## config.mk

```make
export PLATFORM = sky130hd
export DESIGN_NAME = rocket_flight_phase_controller
export DESIGN_NICKNAME = d
export VERILOG_FILES = /design/src/rtl/rfpc_pkg.sv /design/src/rtl/rfpc_cfg.sv /design/src/rtl/rfpc_seq.sv /design/src/rtl/rocket_flight_phase_controller.sv
export SDC_FILE = /design/constraint.sdc
export NUM_CORES = 1
export LEC_CHECK = 0
export BUFFER_PORTS_ARGS = -buffer_cell sky130_fd_sc_hd__buf_2
export CORE_UTILIZATION = 62
export CTS_CLUSTER_SIZE = 40
export DETAILED_ROUTE_END_ITERATION = 10
export PLACE_DENSITY = 0.87
export SETUP_SLACK_MARGIN = 0.1
export SYNTH_ARGS = -nofsm -noshare
export SYNTH_HDL_FRONTEND = slang
export SYNTH_SLANG_ARGS = --single-unit
```

## constraint.sdc

```tcl
create_clock -name clk_i -period 10.6 [get_ports clk_i]
set_clock_uncertainty 0.05 [all_clocks]
set_input_delay 1.59 -clock clk_i [delete_from_list [all_inputs] [get_ports clk_i]]
set_output_delay 1.59 -clock clk_i [all_outputs]
set_load 0.02 [all_outputs]
```

## src/rtl/rfpc_pkg.sv

```systemverilog
// rfpc_pkg: shared types and constants of the rocket flight phase controller
// holds item structs, configuration struct, phase and register index enums
// no dependencies
package rfpc_pkg;

  typedef enum logic [2:0] {
    PH_PAD            = 3'd0,
    PH_BOOST          = 3'd1,
    PH_COAST          = 3'd2,
    PH_DROGUE_FIRE    = 3'd3,
    PH_DROGUE_DESCENT = 3'd4,
    PH_MAIN_FIRE      = 3'd5,
    PH_MAIN_DESCENT   = 3'd6,
    PH_LANDED         = 3'd7
  } phase_e;

  typedef enum logic [2:0] {
    CFG_BOOST_TIME   = 3'd0,
    CFG_DROGUE_DROP  = 3'd1,
    CFG_MIN_DEPLOY   = 3'd2,
    CFG_MAIN_DEPLOY  = 3'd3,
    CFG_FIRE_TIME    = 3'd4
  } cfg_idx_e;

  typedef struct packed {
    logic [31:0]        now_ms;
    logic signed [23:0] altitude;
    logic               altitude_fresh;
  } in_item_t;

  typedef struct packed {
    logic [2:0]         phase;
    logic signed [23:0] apogee_out;
    logic               drogue_fire;
    logic               main_fire;
    logic               ground_lock;
    logic               close_log;
    logic               deploy_skipped;
  } out_item_t;

  typedef struct packed {
    logic [15:0] boost_ms;
    logic [15:0] drogue_drop;
    logic [22:0] min_deploy_altitude;
    logic [22:0] main_deploy_altitude;
    logic [15:0] fire_ms;
  } cfg_t;

  localparam int unsigned CFG_DATA_W = 23;

  localparam logic [15:0] BOOST_TIME_RST  = 16'd3000;
  localparam logic [15:0] DROGUE_DROP_RST = 16'd48;
  localparam logic [22:0] MIN_DEPLOY_RST  = 23'd1600;
  localparam logic [22:0] MAIN_DEPLOY_RST = 23'd4800;
  localparam logic [15:0] FIRE_TIME_RST   = 16'd1000;

  // 4.5 m and 2.0 m in 1/16 m
  localparam logic signed [23:0] LAUNCH_ALT = 24'sd72;
  localparam logic signed [24:0] LAND_BAND  = 25'sd32;

  localparam logic [3:0]  LAUNCH_COUNT  = 4'd10;
  localparam logic [3:0]  DESCENT_COUNT = 4'd10;
  localparam logic [3:0]  MAIN_COUNT    = 4'd3;
  localparam logic [3:0]  LAND_COUNT    = 4'd3;
  localparam logic [3:0]  COUNT_MAX     = 4'd15;
  localparam logic [31:0] CHECK_MS      = 32'd1000;

endpackage

```

## src/rtl/rfpc_cfg.sv

```systemverilog
// rfpc_cfg: configuration register file of the flight phase controller
// depends on rfpc_pkg
module rfpc_cfg (
  input  logic                               clk_i,
  input  logic                               rst_ni,
  input  logic                               wr_en_i,
  input  logic [2:0]                         wr_index_i,
  input  logic [rfpc_pkg::CFG_DATA_W-1:0]    wr_data_i,
  output rfpc_pkg::cfg_t                     cfg_o
);

  rfpc_pkg::cfg_t cfg_q, cfg_d;

  always_comb begin
    cfg_d = cfg_q;
    if (wr_en_i) begin
      unique case (wr_index_i)
        rfpc_pkg::CFG_BOOST_TIME:  cfg_d.boost_ms             = wr_data_i[15:0];
        rfpc_pkg::CFG_DROGUE_DROP: cfg_d.drogue_drop          = wr_data_i[15:0];
        rfpc_pkg::CFG_MIN_DEPLOY:  cfg_d.min_deploy_altitude  = wr_data_i[22:0];
        rfpc_pkg::CFG_MAIN_DEPLOY: cfg_d.main_deploy_altitude = wr_data_i[22:0];
        rfpc_pkg::CFG_FIRE_TIME:   cfg_d.fire_ms              = wr_data_i[15:0];
        default:                   cfg_d = cfg_q;
      endcase
    end
  end

  always_ff @(posedge clk_i or negedge rst_ni) begin
    if (!rst_ni) begin
      cfg_q.boost_ms             <= rfpc_pkg::BOOST_TIME_RST;
      cfg_q.drogue_drop          <= rfpc_pkg::DROGUE_DROP_RST;
      cfg_q.min_deploy_altitude  <= rfpc_pkg::MIN_DEPLOY_RST;
      cfg_q.main_deploy_altitude <= rfpc_pkg::MAIN_DEPLOY_RST;
      cfg_q.fire_ms              <= rfpc_pkg::FIRE_TIME_RST;
    end else begin
      cfg_q <= cfg_d;
    end
  end

  assign cfg_o = cfg_q;

endmodule

```

## src/rtl/rfpc_seq.sv

```systemverilog
// rfpc_seq: flight phase state machine, apogee tracking and landing checks
// one item is processed per cycle when step_i is high
// depends on rfpc_pkg
module rfpc_seq (
  input  logic                 clk_i,
  input  logic                 rst_ni,
  input  logic                 step_i,
  input  rfpc_pkg::in_item_t   item_i,
  input  rfpc_pkg::cfg_t       cfg_i,
  output rfpc_pkg::out_item_t  result_o
);

  rfpc_pkg::phase_e   phase_q, phase_d;
  logic [3:0]         count_q, count_d;
  logic [31:0]        start_q, start_d;
  logic               entered_q, entered_d;
  logic signed [23:0] apogee_q, apogee_d;
  logic signed [23:0] lca_q, lca_d;
  logic [31:0]        lct_q, lct_d;

  logic [31:0]        now;
  logic signed [23:0] alt;
  logic               fresh;
  logic [3:0]         count_inc;
  logic [31:0]        dt_start;
  logic               launch_up;
  logic signed [23:0] apogee_new;
  logic signed [25:0] alt26;
  logic signed [25:0] drop_thr;
  logic               below_drop;
  logic               low_apogee;
  logic               fire_done;
  logic               boost_done;
  logic               below_main;
  logic signed [23:0] lca_eff;
  logic [31:0]        lct_eff;
  logic               check_due;
  logic signed [24:0] alt_diff;
  logic               in_band;
  logic               lock;
  logic               closing;
  logic               skipped;

  assign now   = item_i.now_ms;
  assign alt   = item_i.altitude;
  assign fresh = item_i.altitude_fresh;

  // shared conditions
  always_comb begin
    count_inc  = (count_q == rfpc_pkg::COUNT_MAX) ? count_q : count_q + 4'd1;
    dt_start   = now - start_q;
    launch_up  = alt > rfpc_pkg::LAUNCH_ALT;
    apogee_new = (fresh && (alt > apogee_q)) ? alt : apogee_q;
    alt26      = $signed({{2{alt[23]}}, alt});
    drop_thr   = $signed({{2{apogee_new[23]}}, apogee_new})
               - $signed({10'd0, cfg_i.drogue_drop});
    below_drop = alt26 < drop_thr;
    low_apogee = $signed({apogee_q[23], apogee_q})
               < $signed({2'b00, cfg_i.min_deploy_altitude});
    fire_done  = dt_start >= {16'd0, cfg_i.fire_ms};
    boost_done = dt_start > {16'd0, cfg_i.boost_ms};
    below_main = $signed({alt[23], alt}) < $signed({2'b00, cfg_i.main_deploy_altitude});
    // the entry item of main descent checks against itself
    lca_eff    = entered_q ? lca_q : alt;
    lct_eff    = entered_q ? lct_q : now;
    check_due  = (now - lct_eff) >= rfpc_pkg::CHECK_MS;
    alt_diff   = $signed({alt[23], alt}) - $signed({lca_eff[23], lca_eff});
    in_band    = (alt_diff < rfpc_pkg::LAND_BAND) && (alt_diff > -rfpc_pkg::LAND_BAND);
  end

  // next state
  always_comb begin
    phase_d   = phase_q;
    count_d   = count_q;
    start_d   = start_q;
    entered_d = entered_q;
    apogee_d  = apogee_q;
    lca_d     = lca_q;
    lct_d     = lct_q;
    if (step_i) begin
      unique case (phase_q)
        rfpc_pkg::PH_PAD: begin
          if (fresh) begin
            if (launch_up) begin
              count_d = count_inc;
              if (count_inc >= rfpc_pkg::LAUNCH_COUNT) begin
                phase_d   = rfpc_pkg::PH_BOOST;
                count_d   = '0;
                start_d   = now;
                entered_d = 1'b0;
              end
            end else begin
              count_d = '0;
            end
          end
        end
        rfpc_pkg::PH_BOOST: begin
          if (boost_done) begin
            phase_d   = rfpc_pkg::PH_COAST;
            count_d   = '0;
            start_d   = now;
            entered_d = 1'b0;
          end
        end
        rfpc_pkg::PH_COAST: begin
          if (fresh) begin
            apogee_d = apogee_new;
            if (below_drop) begin
              count_d = count_inc;
              if (count_inc >= rfpc_pkg::DESCENT_COUNT) begin
                phase_d   = rfpc_pkg::PH_DROGUE_FIRE;
                count_d   = '0;
                start_d   = now;
                entered_d = 1'b0;
              end
            end else begin
              count_d = '0;
            end
          end
        end
        rfpc_pkg::PH_DROGUE_FIRE, rfpc_pkg::PH_MAIN_FIRE: begin
          if (!entered_q) begin
            if (low_apogee) begin
              phase_d = (phase_q == rfpc_pkg::PH_DROGUE_FIRE) ?
                        rfpc_pkg::PH_DROGUE_DESCENT : rfpc_pkg::PH_MAIN_DESCENT;
              count_d = '0;
              start_d = now;
            end else begin
              start_d   = now;
              entered_d = 1'b1;
            end
          end else if (fire_done) begin
            phase_d   = (phase_q == rfpc_pkg::PH_DROGUE_FIRE) ?
                        rfpc_pkg::PH_DROGUE_DESCENT : rfpc_pkg::PH_MAIN_DESCENT;
            count_d   = '0;
            start_d   = now;
            entered_d = 1'b0;
          end
        end
        rfpc_pkg::PH_DROGUE_DESCENT: begin
          if (fresh) begin
            if (below_main) begin
              count_d = count_inc;
              if (count_inc >= rfpc_pkg::MAIN_COUNT) begin
                phase_d   = rfpc_pkg::PH_MAIN_FIRE;
                count_d   = '0;
                start_d   = now;
                entered_d = 1'b0;
              end
            end else begin
              count_d = '0;
            end
          end
        end
        rfpc_pkg::PH_MAIN_DESCENT: begin
          entered_d = 1'b1;
          lca_d     = lca_eff;
          lct_d     = lct_eff;
          if (check_due) begin
            lca_d = alt;
            lct_d = now;
            if (in_band) begin
              count_d = count_inc;
              if (count_inc >= rfpc_pkg::LAND_COUNT) begin
                phase_d   = rfpc_pkg::PH_LANDED;
                count_d   = '0;
                start_d   = now;
                entered_d = 1'b0;
              end
            end else begin
              count_d = '0;
            end
          end
        end
        rfpc_pkg::PH_LANDED: begin
          entered_d = 1'b1;
        end
        default: phase_d = phase_q;
      endcase
    end
  end

  // result of the item, taken after the update
  always_comb begin
    lock    = (phase_q == rfpc_pkg::PH_PAD) && fresh && launch_up
            && (count_inc >= rfpc_pkg::LAUNCH_COUNT);
    closing = (phase_q == rfpc_pkg::PH_LANDED) && !entered_q;
    skipped = ((phase_q == rfpc_pkg::PH_DROGUE_FIRE) || (phase_q == rfpc_pkg::PH_MAIN_FIRE))
            && !entered_q && low_apogee;
    result_o.phase          = phase_d;
    result_o.apogee_out     = apogee_d;
    result_o.drogue_fire    = (phase_d == rfpc_pkg::PH_DROGUE_FIRE) && entered_d;
    result_o.main_fire      = (phase_d == rfpc_pkg::PH_MAIN_FIRE) && entered_d;
    result_o.ground_lock    = lock;
    result_o.close_log      = closing;
    result_o.deploy_skipped = skipped;
  end

  always_ff @(posedge clk_i or negedge rst_ni) begin
    if (!rst_ni) begin
      phase_q   <= rfpc_pkg::PH_PAD;
      count_q   <= '0;
      start_q   <= '0;
      entered_q <= 1'b0;
      apogee_q  <= '0;
      lca_q     <= '0;
      lct_q     <= '0;
    end else begin
      phase_q   <= phase_d;
      count_q   <= count_d;
      start_q   <= start_d;
      entered_q <= entered_d;
      apogee_q  <= apogee_d;
      lca_q     <= lca_d;
      lct_q     <= lct_d;
    end
  end

`ifndef NO_ASSERTIONS
  a_phase_forward: assert property (@(posedge clk_i) disable iff (!rst_ni)
    (phase_q != $past(phase_q)) |-> (phase_q > $past(phase_q)))
    else $error("flight phase moved backward");

  a_idle_hold: assert property (@(posedge clk_i) disable iff (!rst_ni)
    !step_i |=> ($stable(phase_q) && $stable(apogee_q) && $stable(count_q)))
    else $error("state changed without an item");

  a_apogee_coast: assert property (@(posedge clk_i) disable iff (!rst_ni)
    (apogee_q != $past(apogee_q)) |->
      (($past(phase_q) == rfpc_pkg::PH_COAST) && (apogee_q > $past(apogee_q))))
    else $error("apogee changed outside coast or fell");

  a_lock_boost: assert property (@(posedge clk_i) disable iff (!rst_ni)
    (step_i && result_o.ground_lock) |=> (phase_q == rfpc_pkg::PH_BOOST))
    else $error("ground lock without entering boost");
`endif

endmodule

```

## src/rtl/rocket_flight_phase_controller.sv

```systemverilog
// the result of an item is registered twice: first the input register, then the result register;
// a held result can keep the item waiting in the input register
// throughput: one item per cycle; the phase update is a single pass of compare/subtract logic
// between the input register and the result register; a held result stalls the input side
// reset (rst_ni low, asynchronous): phase pad, all counters, times and apogee zero,
// configuration registers at their defaults; configuration writes are always accepted
module rocket_flight_phase_controller (
  input  logic                             clk_i,
  input  logic                             rst_ni,
  // item input channel
  input  logic                             in_valid_i,
  output logic                             in_stall_o,
  input  rfpc_pkg::in_item_t               in_item_i,
  // result output channel
  output logic                             out_valid_o,
  input  logic                             out_stall_i,
  output rfpc_pkg::out_item_t              out_item_o,
  // configuration write channel
  input  logic                             cfg_valid_i,
  output logic                             cfg_ready_o,
  input  logic [2:0]                       cfg_index_i,
  input  logic [rfpc_pkg::CFG_DATA_W-1:0]  cfg_data_i
);

  rfpc_pkg::cfg_t      cfg;
  rfpc_pkg::in_item_t  in_item_q;
  rfpc_pkg::out_item_t result;
  rfpc_pkg::out_item_t out_item_q;
  logic                in_valid_q, in_valid_d;
  logic                out_valid_q, out_valid_d;
  logic                step;
  logic                in_take;

  // registers always take a write
  assign cfg_ready_o = 1'b1;

  rfpc_cfg u_cfg (
    .clk_i      (clk_i),
    .rst_ni     (rst_ni),
    .wr_en_i    (cfg_valid_i),
    .wr_index_i (cfg_index_i),
    .wr_data_i  (cfg_data_i),
    .cfg_o      (cfg)
  );

  // the held item is processed when the result register is free or being drained
  assign step       = in_valid_q && (!out_valid_q || !out_stall_i);
  // input register refills whenever it is empty or its item moves on this cycle
  assign in_stall_o = in_valid_q && !step;
  assign in_take    = in_valid_i && !in_stall_o;

  always_comb begin
    in_valid_d  = in_take || (in_valid_q && !step);
    out_valid_d = step || (out_valid_q && out_stall_i);
  end

  rfpc_seq u_seq (
    .clk_i    (clk_i),
    .rst_ni   (rst_ni),
    .step_i   (step),
    .item_i   (in_item_q),
    .cfg_i    (cfg),
    .result_o (result)
  );

  always_ff @(posedge clk_i or negedge rst_ni) begin
    if (!rst_ni) begin
      in_valid_q  <= 1'b0;
      out_valid_q <= 1'b0;
    end else begin
      in_valid_q  <= in_valid_d;
      out_valid_q <= out_valid_d;
    end
  end

  // payload registers, no reset needed
  always_ff @(posedge clk_i) begin
    if (in_take) begin
      in_item_q <= in_item_i;
    end
    if (step) begin
      out_item_q <= result;
    end
  end

  assign out_valid_o = out_valid_q;
  assign out_item_o  = out_item_q;

endmodule

```

# Word-level counts from Yosys, hierarchy flattened
# Index checks and enable logic that the tools add are counted.
dict set report op_classes {
  n_lt_le_gt_ge 12
  div 0
  shifts 0
  reduce_logical 35
  n_mul 0
  bitwise_logic 0
  add_sub_neg 5
  mux 74
  eq_ne 25
}
# cell count
set ops {}
lappend ops {{2-to-1 mux 32 bit} 15}
lappend ops {{one-hot mux 32 bit (6 select lines)} 1}
lappend ops {{2-to-1 mux 24 bit} 6}
lappend ops {{subtractor 32 bit} 2}
lappend ops {{2-to-1 mux 4 bit} 15}
lappend ops {{2-to-1 mux 3 bit} 17}
lappend ops {{< comparator 24 bit} 2}
lappend ops {{>= comparator 32 x 10 -> 1 bit, second input constant} 1}
lappend ops {{>= comparator 32 x 16 -> 1 bit} 1}
lappend ops {{> comparator 32 x 16 -> 1 bit} 1}
lappend ops {{> comparator 25 x 6 -> 1 bit, second input constant} 1}
lappend ops {{< comparator 24 x 25 -> 1 bit} 1}
lappend ops {{< comparator 25 x 7 -> 1 bit, second input constant} 1}
lappend ops {{subtractor 24 x 17 -> 25 bit} 1}
lappend ops {{subtractor 24 x 24 -> 25 bit} 1}
lappend ops {{> comparator 24 bit} 1}
lappend ops {{> comparator 24 x 8 -> 1 bit, second input constant} 1}
lappend ops {{one-hot mux 4 bit (6 select lines)} 1}
lappend ops {{== test 3 bit, second input constant} 6}
lappend ops {{one-hot mux 3 bit (6 select lines)} 1}
lappend ops {{2-to-1 mux 1 bit} 16}
lappend ops {{== test 3 x 2 -> 1 bit, second input constant} 5}
lappend ops {{logical AND 1 bit} 14}
lappend ops {{inequality test 2 x 1 -> 1 bit, second input constant} 6}
lappend ops {{18 further kinds} 34}
dict set report word_totals {
  latchBits 0
  word_cells 175
  mem_bits_ro 0
  out_inout_bits 35
  ramBits 0
  n_memories 0
  regBits 305
  inputBits 88
}

# Logic depth before layout (Yosys ltp)
dict set report depth {
  depth_word 11
  ltp_mapped 43
  ltp_nobuf 40
}

# By module
# Synthesis repeated with hierarchy kept, for this count alone.
dict set report unflattened {
  cells_unflattened 2238
  hier_area_um2 22233.8
}
# module n_inst area_per_inst_um2 cells_each seq_area_each_um2
set by_module_without_submodules {}
lappend by_module_without_submodules {rfpc_seq 1 15857.7 1936 3002.9}
lappend by_module_without_submodules {rfpc_cfg 1 3599.7 203 2379.8}
lappend by_module_without_submodules {rocket_flight_phase_controller 1 2776.4 99 2722.6}

# Worst setup path after synthesis
# OpenSTA, ideal clock, no wires.
dict set report synth_timing {
  path_type {flip-flop to flip-flop}
  from {register in_item_q[11] (netlist bit)}
  to {register out_item_q (netlist bit out_item_o[3]) (data pin)}
  slack_ps 2128
  setup_ps 255
  arrival_time_ps 8166
  synth_period_minus_slack_ps 8472
  stages_incl_launch_ff 42
  path_buffers 2
  required_time_ps 10295
  cell_sequence {edfxtp_1 -> ha_1 -> a21o_1 -> a21o_1 -> a221o_1 -> a21o_1 -> a21o_1 -> a21oi_1 -> o2111ai_1 -> o31ai_1 -> clkbuf_1 -> buf_1 -> nor2_1 -> a21oi_1 -> ha_1 -> inv_1 -> fa_1 -> a21o_1 -> [6 not listed] -> o41a_1 -> o21a_1 -> nand2b_1 -> xnor2_1 -> mux2i_1 -> ha_1 -> a21oi_1 -> o21ai_0 -> o21bai_1 -> o31ai_1 -> o21ai_0 -> o21ai_0 -> nand2_1 -> o21ai_0 -> a21oi_1 -> o31a_1 -> o32ai_1 -> and3b_1}
}
# item line_no
set synth_rtl {}
lappend synth_rtl {{start, declared} rocket_flight_phase_controller.sv:26} ;# rfpc_pkg::in_item_t in_item_q;
lappend synth_rtl {{start signal, assigned} rocket_flight_phase_controller.sv:79} ;# in_item_q <= in_item_i;
lappend synth_rtl {{end signal, assigned} rocket_flight_phase_controller.sv:82} ;# out_item_q <= result;
lappend synth_rtl {{end, declared} rocket_flight_phase_controller.sv:28} ;# rfpc_pkg::out_item_t out_item_q;

# Worst setup path after layout
dict set report layout_timing {
  from {register in_item_q[11] (netlist bit)}
  to {register u_seq.start_q[23]}
}
dict set report layout_via {
  elab_chain_len 7
  elab_cells_between_ends 17
  classes_between {add/sub: 2; order compare: 6; eq/ne: 4; mux: 2; reduce/logical: 3}
}
# item line_no
set layout_rtl {}
lappend layout_rtl {{> comparator 24 bit} rfpc_seq.sv:53} ;# apogee_new = (fresh && (alt > apogee_q)) ? alt : apogee_q;
lappend layout_rtl {{logical AND 1 bit} rfpc_seq.sv:53}
lappend layout_rtl {{2-to-1 mux 24 bit} rfpc_seq.sv:53}
lappend layout_rtl {{subtractor 24 x 17 -> 25 bit} rfpc_seq.sv:56} ;# - $signed({10'd0, cfg_i.drogue_drop});
lappend layout_rtl {{< comparator 24 x 25 -> 1 bit} rfpc_seq.sv:57} ;# below_drop = alt26 < drop_thr;
lappend layout_rtl {{inequality test 2 x 1 -> 1 bit (no source line)} --}
lappend layout_rtl {{AND reduction 12 bit (no source line) *} --}
lappend layout_rtl {{end signal, assigned} rfpc_seq.sv:211} ;# start_q <= start_d;
lappend layout_rtl {{end, declared} rfpc_seq.sv:15} ;# logic [31:0] start_q, start_d;
# Every way passes the cells marked *; elsewhere a longest branch is shown, timed or not.
# A chain may end at the register's enable or synchronous reset.

==> impl_metrics.toml <==
[logic_synthesis]
post-synth-top-area-fraction_pct = 22.8
netlist_area_mm2 = 0.0213
async_reset_ff_share_pct = 70.8
avgSynthCellArea_um2 = 9.75
synth_area_leaders = "dfrtp_1 23%, ha_1 13%, edfxtp_1 13%, mux2_2 5.2%, o21ai_0 3.9%"
synth_common_cells = "228 x ha_1, 194 x dfrtp_1, 193 x inv_1"
synth_cell_types = 85
synth_edf_count = 89
synth_seq_cells = 305
yosysSeqAreaShare_pct = 38.0
ys.flop_type = "dfrtp_1"
synth_nets = 2506
synth_top_cell_by_area = "dfrtp_1"
yosysMostFrequentCell = "ha_1"
yosysWarnings = 0
synthCells = 2186

[floorplanning]
num_rows = 67
fp.coreArea_mm2 = 0.0337
die_x_um = 187
dieArea_mm2 = 0.0351
ios = 123
die-height_um = 187
start_util_pct = 63.2

[global_routing]
grt_pass1_wl_um = 90900
overflow = 0
grt_max_degree = 82
grt_usage_pct = 32.6
grt_pass1_vias = 17400
antenna_found_initial = 2

[timing]
fmax_mhz = 106
worst_pin_slew_ns = 1.06
grt_setup_unrepaired = "false"
fin_tns_setup_ns = 0
period_share_pct = 89.2
hold_viol = 0
setup_viol = 0
period_needed_ns = 9.46
slew_headroom_pct = 27.7
drv_slew = 0

[setup_path]
cp_common_cell = "o21ai_0"
cp-end-kind = "flop"
worstReg2RegEnd = "u_seq.start_q[23]"
cp.required_ns = 10.96
max_stage_delay_ns = 0.78
cp_max_fo = 32
reg2reg_from = "in_item_q[11]"
cp_data_arrival_time_ns = 9.82
slowest_stage = "o41ai_1"
startpoint_type = "flop"
path_class = "flop to flop"
r2r_cells = 37
reg2reg_setup_slack_ns = 1.14

[drt]
wl_per_cell_um = 20.7
viasPerCell = 6.31
drc = 0
antenna_left = 0
drt-pass1-iter-count = 7
vias = 17500
drt_iter0_markers = 1358
drt_wl_total_um = 57200

[worst_hold_path]
worstHoldStart = "u_seq.lct_q[0]"
min_to = "u_seq.lct_q[0]"
hold_path_class = "flop to flop"
hold_depth = 2

[run]
drv_cap = 0

[pwr]
p_sw_share_pct = 43.5
p_int_mw = 4.12
netSwitchingPower_mw = 3.17
power_density_mw_per_mm2 = 310
seqPwrFrac_pct = 25.2
clockPowerShare_pct = 17.3
p_leak_nw = 10.8
p_comb_share_pct = 57.5
ir_drop_mv = 0.251

[place]
place_congestion = 0.975
io_buffers = 121
post-dp-hpwl_um = 41800
dpl-instance-area_mm2 = 0.0223

[cts]
cts_resized = 0
cts.sinks = 305
cts_tree = "yes"
clockBufferDepth = 3
cts_setup_buffers = 0
hold_buffers = 0
h-tree-depth = 2
cts-root-buf = "clkbuf_16"
insertion_delay_ns = 0.55
cts_made_buffers = 35
clkTransAtPathRegs_ns = 0.06

[status]
outcome = "completed"

[layout]
fillCellCount = 2503
post-route-cell-area_mm2 = 0.0235
area_growth_pct = 10.5
drive_gt1_share_pct = 16.0
layout.nets = 2611
[per-stage QoR]
stage	util, %	cells	hold slack [ns]	setup WS [ns]	power, mW
after CTS	69.9	2766	0.436	1.28	7.23
final	69.9	2767	0.435	1.14	7.29
after global routing	69.9	2766	0.469	0.439	7.80
after global placement	66.3	2702	0.414	1.61	5.76
after floorplan	-	2186	0.400	2.13	4.88
after detailed placement	66.3	2702	0.428	1.41	5.89
[layout make-up]
cell class              count  area [um2]  area share [%]
well taps                 448         561            2.38
clock buffers              45         943            4.01
inverters                 194         728            3.09
clock inverters            19         254            1.08
multi-input cells        1618       12200            51.9
flip-flops and latches    305        8110            34.4
diodes                      1        2.50          0.0106
repair buffers            137         736            3.12
[critical path, delay by kind of cell, from the launching register on]
kind            cells  cell delay, ns
compound gates     26            5.60
mux                 2            0.84
flops               1            0.51
fa+ha+maj           3            0.86
simple gates        5            1.27
xor+xnor            1            0.19
[power by group through the flow]
stage | clock [mW] | sequential [mW] | combinational (mW)
6_report | 1.26 | 1.84 | 4.19
5_1_grt | 1.33 | 1.87 | 4.60
4_1_cts | 1.28 | 1.83 | 4.12
3_5_place_dp | 0 | 1.84 | 4.05
3_3_place_gp | 0 | 1.82 | 3.93
2_1_floorplan | 0 | 1.76 | 3.11
[cell families (layout without fill, tap and decap cells)]
logic type	Yosys count	count (layout)	share of synthesized area [%]
compound gates	579	579	17.5
xor+xnor	78	78	3.21
fa+ha+maj	232	232	13.8
buf+inv	263	395	4.80
flops	305	305	38.0
mux	194	194	10.4
other cells	1	2	0.0176
simple gates	534	534	12.3
[placed cells by master (no fill, tap or decap), drive strengths merged, types with 8 or more instances in the layout]
cell and instances:
a31oi 24, o21ai 167, o21a 26, nor4 9
a211oi 17, xnor2 45, or2 10, o2111ai 8
o211ai 16, and4 9, mux2i 67, edfxtp 89
nor2b 24, nand2b 19, ha 228, clkbuf 45
a2111oi 9, a21o 78, o21bai 12, nand4 42
mux2 127, nand3 38, buf 137, nor3 30
inv 196, and3 13, nand2 180, dfrtp 194
o31ai 14, or3 17, a21oi 133, xor2 33
clkinv 9, nor2 112, dfstp 22
[state kept, by name, indices dropped and copies added, names as in the netlist]
signal and count:
u_cfg.cfg_o 94, in_item_q 57, out_item_o 32, u_seq.lct_q 32, u_seq.start_q 32, u_seq.apogee_q 24, u_seq.lca_q 24, u_seq.count_q 4
u_seq.phase_q 3, in_valid_q 1, out_valid_o 1, u_seq.entered_q 1
[routing by layer]
| metal | vias to the layer above | part of all wire [%] | track usage, % |
|---|---|---|---|
| met4 | 2 | 4.8 | 15.7 |
| met1 | 8409 | 41 | 40.5 |
| met5 | - | 0.014 | 0 |
| met3 | 180 | 6.5 | 5.14 |
| li1 | 8155 | - | - |
| met2 | 704 | 48 | 55.6 |
[worst max path at each step]
stage	from	to	slack [ns]	cells past startpoint
floorplan	in_item_q[11]	out_item_o[3]	2.13	41
global placement	in_item_q[11]	u_seq.start_q[4]	1.61	34
detailed placement	in_item_q[11]	u_seq.start_q[27]	1.41	37
CTS	in_item_q[11]	u_seq.start_q[27]	1.28	37
global route	in_item_q[11]	u_seq.start_q[21]	0.44	37
finish	in_item_q[11]	u_seq.start_q[23]	1.14	37
Note: power is estimated with default switching activity, not from simulation.
